==> src/design/rdsc_pkg.sv <==
// Shared types, constants and helpers for the radix digit string converter.
package rdsc_pkg;

  localparam int unsigned ValueW    = 64;
  localparam int unsigned MaxDigits = 64;
  localparam int unsigned CntW      = 7;
  localparam int unsigned RadixW    = 6;
  localparam int unsigned DigitW    = 6;
  localparam int unsigned CharW     = 7;
  localparam int unsigned AddrW     = 3;

  localparam logic [RadixW-1:0] RadixMin   = RadixW'(2);
  localparam logic [RadixW-1:0] RadixMax   = RadixW'(36);
  localparam logic [RadixW-1:0] RadixReset = RadixW'(10);

  // Register index taken from paddr[2]
  localparam logic RegRadix = 1'b0;

  // Conversion window: ends once the last value bit has reached the top cell
  localparam logic [CntW-1:0] ConvLast = CntW'(ValueW + MaxDigits - 2);
  localparam logic [CntW-1:0] EmitLast = CntW'(MaxDigits - 1);

  typedef enum logic [1:0] {
    ST_IDLE,
    ST_CONV,
    ST_EMIT
  } state_e;

  typedef struct packed {
    logic clr;    // zero digit and carry
    logic shift;  // move digits one cell toward the top
  } cell_ctrl_t;

  function automatic logic [CharW-1:0] digit_to_ascii(input logic [DigitW-1:0] d);
    logic [CharW-1:0] r;
    if (d > DigitW'(9)) begin
      r = CharW'(d) - CharW'(10) + CharW'(8'h61);
    end else begin
      r = CharW'(d) + CharW'(8'h30);
    end
    return r;
  endfunction

endpackage

==> src/design/rdsc_cell.sv <==
// One digit cell: doubles its digit plus an incoming carry, modulo the radix, or clears or shifts its digit.
module rdsc_cell (
  input  logic                        clk_i,
  input  logic                        rst_ni,
  input  rdsc_pkg::cell_ctrl_t        ctrl_i,
  input  logic [rdsc_pkg::RadixW-1:0] radix_i,
  input  logic                        carry_i,
  input  logic                        valid_i,
  input  logic [rdsc_pkg::DigitW-1:0] digit_i,
  output logic                        carry_o,
  output logic                        valid_o,
  output logic [rdsc_pkg::DigitW-1:0] digit_o
);
  import rdsc_pkg::*;

  logic [DigitW-1:0] digit_q, digit_d;
  logic              carry_q, carry_d;
  logic              valid_q, valid_d;
  logic [DigitW:0]   dbl;
  logic              ge;

  always_comb begin
    dbl     = {digit_q, carry_i};
    ge      = dbl >= {1'b0, radix_i};
    digit_d = digit_q;
    carry_d = 1'b0;
    valid_d = 1'b0;
    if (ctrl_i.clr) begin
      digit_d = '0;
    end else if (ctrl_i.shift) begin
      digit_d = digit_i;
    end else if (valid_i) begin
      digit_d = ge ? DigitW'(dbl - {1'b0, radix_i}) : dbl[DigitW-1:0];
      carry_d = ge;
      valid_d = 1'b1;
    end
  end

  always_ff @(posedge clk_i or negedge rst_ni) begin
    if (!rst_ni) begin
      carry_q <= 1'b0;
      valid_q <= 1'b0;
    end else begin
      carry_q <= carry_d;
      valid_q <= valid_d;
    end
  end

  always_ff @(posedge clk_i) begin
    digit_q <= digit_d;
  end

  assign carry_o = carry_q;
  assign valid_o = valid_q;
  assign digit_o = digit_q;

endmodule

==> src/design/radix_digit_string_converter.sv <==
// Top level: radix digit string converter with cell chain and sequencer.
//
// Usage: write the radix over the APB port (byte address 0; values in bits
// 5:0 below 2 read back as 2, above 36 as 36; reset value 10). Pulse start with
// value_i while busy is low to hand in one item.
// The value is fed MSB first, one bit per cycle, into a row of 64 digit
// cells. Each cell doubles its digit, adds the carry from its lower
// neighbor and reduces modulo the radix, then passes its carry up through
// a register. The conversion phase ends once the last input bit has
// reached the top cell.
// Then the digits shift up the chain one cell per cycle until all 64 are out; the
// top cell drives digit_char_o. Leading zeros are dropped: digit_strobe_o
// rises only from the first nonzero digit on, or for the lowest digit.
// last_digit_o flags the least significant digit.
// Results appear during the emit phase, one per cycle at most.
// The receiver cannot stall; each result is valid for one cycle only.
// Reset returns to idle with radix 10; no result is pending.
module radix_digit_string_converter (
  input  logic                        clk_i,
  input  logic                        rst_ni,
  input  logic                        psel,
  input  logic                        penable,
  input  logic                        pwrite,
  input  logic [rdsc_pkg::AddrW-1:0]  paddr,
  input  logic [31:0]                 pwdata,
  output logic [31:0]                 prdata,
  output logic                        pready,
  input  logic                        start,
  output logic                        busy,
  input  logic [rdsc_pkg::ValueW-1:0] value_i,
  output logic                        digit_strobe_o,
  output logic [rdsc_pkg::CharW-1:0]  digit_char_o,
  output logic                        last_digit_o
);
  import rdsc_pkg::*;

  logic [RadixW-1:0] radix_q;
  logic [RadixW-1:0] wr_val;
  logic              cfg_wr;

  state_e            state_q, state_d;
  logic [CntW-1:0]   cnt_q, cnt_d;
  logic [ValueW-1:0] shreg_q, shreg_d;
  logic              seen_q, seen_d;
  cell_ctrl_t        ctrl;
  logic              feed;

  logic [MaxDigits-1:0] carry;
  logic [MaxDigits-1:0] valid;
  logic [DigitW-1:0]    digit [MaxDigits];

  // Configuration: clamp on write
  assign pready = 1'b1;
  assign cfg_wr = psel && penable && pwrite && (paddr[2] == RegRadix);
  always_comb begin
    wr_val = pwdata[RadixW-1:0];
    if (wr_val < RadixMin) begin
      wr_val = RadixMin;
    end else if (wr_val > RadixMax) begin
      wr_val = RadixMax;
    end
  end

  always_ff @(posedge clk_i or negedge rst_ni) begin
    if (!rst_ni) begin
      radix_q <= RadixReset;
    end else if (cfg_wr) begin
      radix_q <= wr_val;
    end
  end

  assign prdata = (paddr[2] == RegRadix) ? 32'(radix_q) : '0;

  // Sequencer
  always_comb begin
    state_d   = state_q;
    cnt_d     = cnt_q;
    shreg_d   = shreg_q;
    seen_d    = seen_q;
    ctrl      = '0;
    feed      = 1'b0;
    case (state_q)
      ST_IDLE: begin
        if (start) begin
          ctrl.clr = 1'b1;
          shreg_d  = value_i;
          cnt_d    = '0;
          seen_d   = 1'b0;
          state_d  = ST_CONV;
        end
      end
      ST_CONV: begin
        // feed one value bit per cycle while cnt_q is below ValueW
        feed = cnt_q < CntW'(ValueW);
        if (feed) begin
          shreg_d = {shreg_q[ValueW-2:0], 1'b0};
        end
        if (cnt_q == ConvLast) begin
          cnt_d   = '0;
          state_d = ST_EMIT;
        end else begin
          cnt_d = cnt_q + CntW'(1);
        end
      end
      ST_EMIT: begin
        ctrl.shift = 1'b1;
        if (digit[MaxDigits-1] != '0) begin
          seen_d = 1'b1;
        end
        if (cnt_q == EmitLast) begin
          state_d = ST_IDLE;
        end else begin
          cnt_d = cnt_q + CntW'(1);
        end
      end
      default: begin
        state_d = ST_IDLE;
      end
    endcase
  end

  always_ff @(posedge clk_i or negedge rst_ni) begin
    if (!rst_ni) begin
      state_q <= ST_IDLE;
      cnt_q   <= '0;
      seen_q  <= 1'b0;
    end else begin
      state_q <= state_d;
      cnt_q   <= cnt_d;
      seen_q  <= seen_d;
    end
  end

  always_ff @(posedge clk_i) begin
    shreg_q <= shreg_d;
  end

  // Row of digit cells, least significant at index 0
  for (genvar k = 0; k < MaxDigits; k++) begin : g_cell
    rdsc_cell u_cell (
      .clk_i   (clk_i),
      .rst_ni  (rst_ni),
      .ctrl_i  (ctrl),
      .radix_i (radix_q),
      .carry_i ((k == 0) ? shreg_q[ValueW-1] : carry[(k == 0) ? 0 : k-1]),
      .valid_i ((k == 0) ? feed : valid[(k == 0) ? 0 : k-1]),
      .digit_i ((k == 0) ? DigitW'(0) : digit[(k == 0) ? 0 : k-1]),
      .carry_o (carry[k]),
      .valid_o (valid[k]),
      .digit_o (digit[k])
    );
  end

  // Output from the top cell, dropping leading zeros
  assign busy           = state_q != ST_IDLE;
  assign last_digit_o   = (state_q == ST_EMIT) && (cnt_q == EmitLast);
  assign digit_strobe_o = (state_q == ST_EMIT) &&
                          (seen_q || (digit[MaxDigits-1] != '0) || (cnt_q == EmitLast));
  assign digit_char_o   = digit_to_ascii(digit[MaxDigits-1]);

  a_strobe_busy : assert property (@(posedge clk_i) disable iff (!rst_ni)
    digit_strobe_o |-> busy) else $error("digit strobe while idle");
  a_last_strobe : assert property (@(posedge clk_i) disable iff (!rst_ni)
    last_digit_o |-> digit_strobe_o) else $error("last digit without strobe");
  a_start_busy : assert property (@(posedge clk_i) disable iff (!rst_ni)
    (start && !busy) |=> busy) else $error("start not taken");
  a_radix_range : assert property (@(posedge clk_i) disable iff (!rst_ni)
    (radix_q >= RadixMin) && (radix_q <= RadixMax)) else $error("radix out of range");

endmodule
==> config.mk <==
export PLATFORM = sky130hd
export DESIGN_NAME = radix_digit_string_converter
export DESIGN_NICKNAME = d
export VERILOG_FILES = /design/src/design/rdsc_pkg.sv /design/src/design/rdsc_cell.sv /design/src/design/radix_digit_string_converter.sv
export SDC_FILE = /design/constraint.sdc
export NUM_CORES = 2
export LEC_CHECK = 0
export ABC_AREA = 1
export BUFFER_PORTS_ARGS = -buffer_cell sky130_fd_sc_hd__buf_2
export CORE_ASPECT_RATIO = 2
export CORE_UTILIZATION = 64
export CTS_CLUSTER_SIZE = 20
export DETAILED_ROUTE_END_ITERATION = 10
export GPL_TIMING_DRIVEN = 1
export MAX_ROUTING_LAYER = met4
export PLACE_DENSITY = 0.88
export SLEW_MARGIN = 20
export SYNTH_ARGS = -nofsm -noshare
export SYNTH_HDL_FRONTEND = slang
export SYNTH_SLANG_ARGS = --single-unit
export TNS_END_PERCENT = 1
==> constraint.sdc <==
create_clock -name clk_i -period 6.25 [get_ports clk_i]
set_input_delay 0.9375 -clock clk_i [delete_from_list [all_inputs] [get_ports clk_i]]
set_output_delay 0.9375 -clock clk_i [all_outputs]
set_load 0.02 [all_outputs]
==> results.ini <==
[synth]
async_flop_share = 0.241
yosys_warnings = 0
synthCells = 6534
syn-cell-area_um2 = 46900
synth_flop_cell = dfxtp_1
synth_enable_flop_cells = 64
synthDistinctLibCells = 46
syn_area_per_cell_um2 = 7.17
ys_ff_latch = 590
yosysSeqAreaShare = 0.281

[drt]
dr.pass1.iters = 11
ant_nets = 0
wl_per_cell_um = 17.2
routed_via_density = 6.16
routed_wl_um = 130000
detail_route.iter0.violations = 2868
drc = 6
vias = 46500

[power_and_ir_drop]
vdd_ir_drop_max_uv = 326
power_density_nw_per_um2 = 455
p_leak_nw = 23.6

[floorplan]
placementRows = 140
ios = 148
die_h_um = 385
die_w_um = 193
coreArea_um2 = 72700
start_util = 0.645
dieArea_um2 = 74400

[critical_path]
critPathMaxFanout = 66
setup.worst_path.end_class = flip-flop
r2r_cells = 8
worstReg2RegEnd = shreg_q[20]$_DFFE_PP_
cp_slowest_cell = a21oi_4
crit_arrival_ns = 4.46
cp-start-kind = flip-flop
worstReg2RegStart = state_q[1]$_DFFE_PN0P_
cp-startpoint = state_q[1]$_DFFE_PN0P_
reg2reg_slack_ns = 2.08
cp.required_ns = 6.54
criticalPathCategory = flip-flop to flip-flop
cp_cell_sequence = inv_1 > ha_2 > buf_4 > inv_2 > nor2_1 > inv_2 > a21oi_4 > buf_4
crit_buf_inv = 5
critPathMaxStageDelay_ns = 0.77
cpLargestDelayFamily = buffers and inverters

[run]
cap_violations = 0

[clock_network]
numCtsBuffers = 55
clock_path_buffers = 3
hold_buffers = 0
clock-root-buffer = clkbuf_16
cts_tree = done
clk_pin_slew_ns = 0.07
worstSkewPairLatency_ns = 0.67
cts_sinks = 590
cts_setup_buffers = 0
cts_resized = 0
h-tree-depth = 2

[placed_design]
gp_congestion = 0.968
place_hpwl_um = 92400
dp.cells = 7446
port-buffer-count = 92

[timing]
max_slew_margin = 0.284
tightest_slew_ns = 1.07
rsz0062_at_grt = false
setup_tns_ns = 0
finalSetupViolCount = 0
hold_violations = 0
fin_crit_ns = 4.17
fin_crit_sh = 0.668
skew_ns = 0.0448
fmax_ghz = 0.240
finalMaxSlewViolations = 0

[global_route]
grt_max_degree = 181
first_global_vias = 46800
grt_pass1_wl_um = 215000
track_usage = 0.357
grt_overflow = 0
grt_antenna_before_repair = 0

[layout]
antenna_cells = 0
final_cell_count_no_fill = 7549
finalNetCount = 7147
final_util = 0.687
areaGrowthSynthToFinish_pct = 6.52
drive_gt1_frac = 0.0525

[status]
violations = DRC
status = complete, but fails checks

[worst_hold_path]
hp-class = input pin to async pin

-- registers in the layout (all words and copies together), names as in the netlist --
register and count:
g_cell.u_cell.digit_o 384, shreg_q 64, g_cell.u_cell.carry_o 63, g_cell.u_cell.valid_o 63, cnt_q 7, radix_q 6, state_q 2, seen_q 1
-- placed cells by master (no fill, tap or decap), types with 3 or more instances in the layout --
cell,synthesis,final
nor2_1,422,422
fa_1,64,64
inv_4,0,6
nor2_2,4,4
a21oi_1,457,456
ha_1,398,396
a21boi_0,42,42
nor3_1,75,75
xnor2_1,182,182
or2_1,30,30
a21oi_4,37,38
clkbuf_8,0,6
a21boi_2,3,3
nand2_2,9,9
nand3_1,695,695
inv_1,937,932
clkinv_2,0,11
buf_4,28,17
clkbuf_1,54,13
nand3_4,26,26
dfrtp_1,140,139
nand4_1,319,319
o22ai_1,3,3
buf_2,60,91
edfxtp_1,64,64
nand3_2,40,40
o21ai_0,21,21
dfxtp_1,384,384
nand2_1,1492,1492
bufinv_16,0,7
nand3b_1,122,122
conb_1,2,27
clkbuf_16,0,55
xor2_1,12,12
clkinvlp_4,0,4
o211ai_1,3,3
or2_4,8,8
a22oi_1,376,376
inv_2,5,3
-- synthesized netlist by cell type (37+ instances only) --
cell type / number / area (µm²)
nand2_1: 1492 / 5600
a21boi_0: 42 / 315
nand4_1: 319 / 2000
dfxtp_1: 384 / 7690
clkbuf_1: 54 / 203
inv_1: 937 / 3520
nor2_1: 422 / 1580
fa_1: 64 / 1280
a21oi_1: 457 / 2290
nor3_1: 75 / 375
a22oi_1: 376 / 2820
ha_1: 398 / 4980
a21oi_4: 37 / 602
nand3b_1: 122 / 916
xnor2_1: 182 / 1590
dfrtp_1: 140 / 3500
nand3_2: 40 / 400
buf_2: 60 / 300
edfxtp_1: 64 / 1920
nand3_1: 695 / 3480
-- area by class of cell --
cell class / instances / area [µm²]
sequential: 590 / 13200
clock inverter: 30 / 365
clock buffer: 73 / 1490
timing repair buffer: 111 / 637
inverter: 942 / 3560
fill: 5949 / 22800
multi-input combinational: 4880 / 29600
tap: 923 / 1150
-- logic make-up after synthesis --
| group | share of synthesized area |
|---|---|
| AOI/OAI and AO/OA | 0.134 |
| xor gates and xnor gates | 0.0362 |
| adders and majority gates | 0.134 |
| buffers and inverters | 0.0914 |
| DFF | 0.281 |
| muxes | 0.000214 |
| other | 0.000160 |
| and+or+nand+nor | 0.323 |
-- power by group --
group / total (mW) / internal (mW) / switching [mW]
clock network: 3.60 / 1.98 / 1.62
registers: 6.30 / 4.77 / 1.54
logic: 12.8 / 5.18 / 7.65
-- metal layers --
metal / vias up / share of wire / global-route usage
met5: - / 0 / -
met4: 0 / 0.084 / 0.294
met3: 819 / 0.050 / 0.0438
met2: 1751 / 0.53 / 0.664
met1: 21700 / 0.34 / 0.325
li1: 22300 / - / -
-- how the worst max path moves through the flow --
stage                                                 to  slack, ns  depth (start not counted)
3_3_place_gp                       shreg_q[20]$_DFFE_PP_       2.19                          8
4_1_cts                            shreg_q[20]$_DFFE_PP_       2.11                          8
5_1_grt                            shreg_q[21]$_DFFE_PP_       1.71                          8
2_1_floorplan  g_cell[53].u_cell.digit_o[0]$_SDFFE_PP0P_       1.27                         11
3_5_place_dp                       shreg_q[20]$_DFFE_PP_       2.13                          8
6_report                           shreg_q[20]$_DFFE_PP_       2.08                          8
-- stage by stage --
| stage | cell area (µm²) | setup WS [ns] | total power, mW | hold WS (ns) |
|---|---|---|---|---|
| 6_report | 49900 | 2.08 | 22.7 | 0.218 |
| 3_5_place_dp | 48100 | 2.13 | 18.8 | 0.510 |
| 3_3_place_gp | 48100 | 2.19 | 18.4 | 0.502 |
| 2_1_floorplan | 47000 | 1.27 | 15.9 | 0.474 |
| 5_1_grt | 49900 | 1.71 | 24.6 | 0.233 |
| 4_1_cts | 49900 | 2.11 | 22.5 | 0.213 |
(Power assumes the default switching activity.)
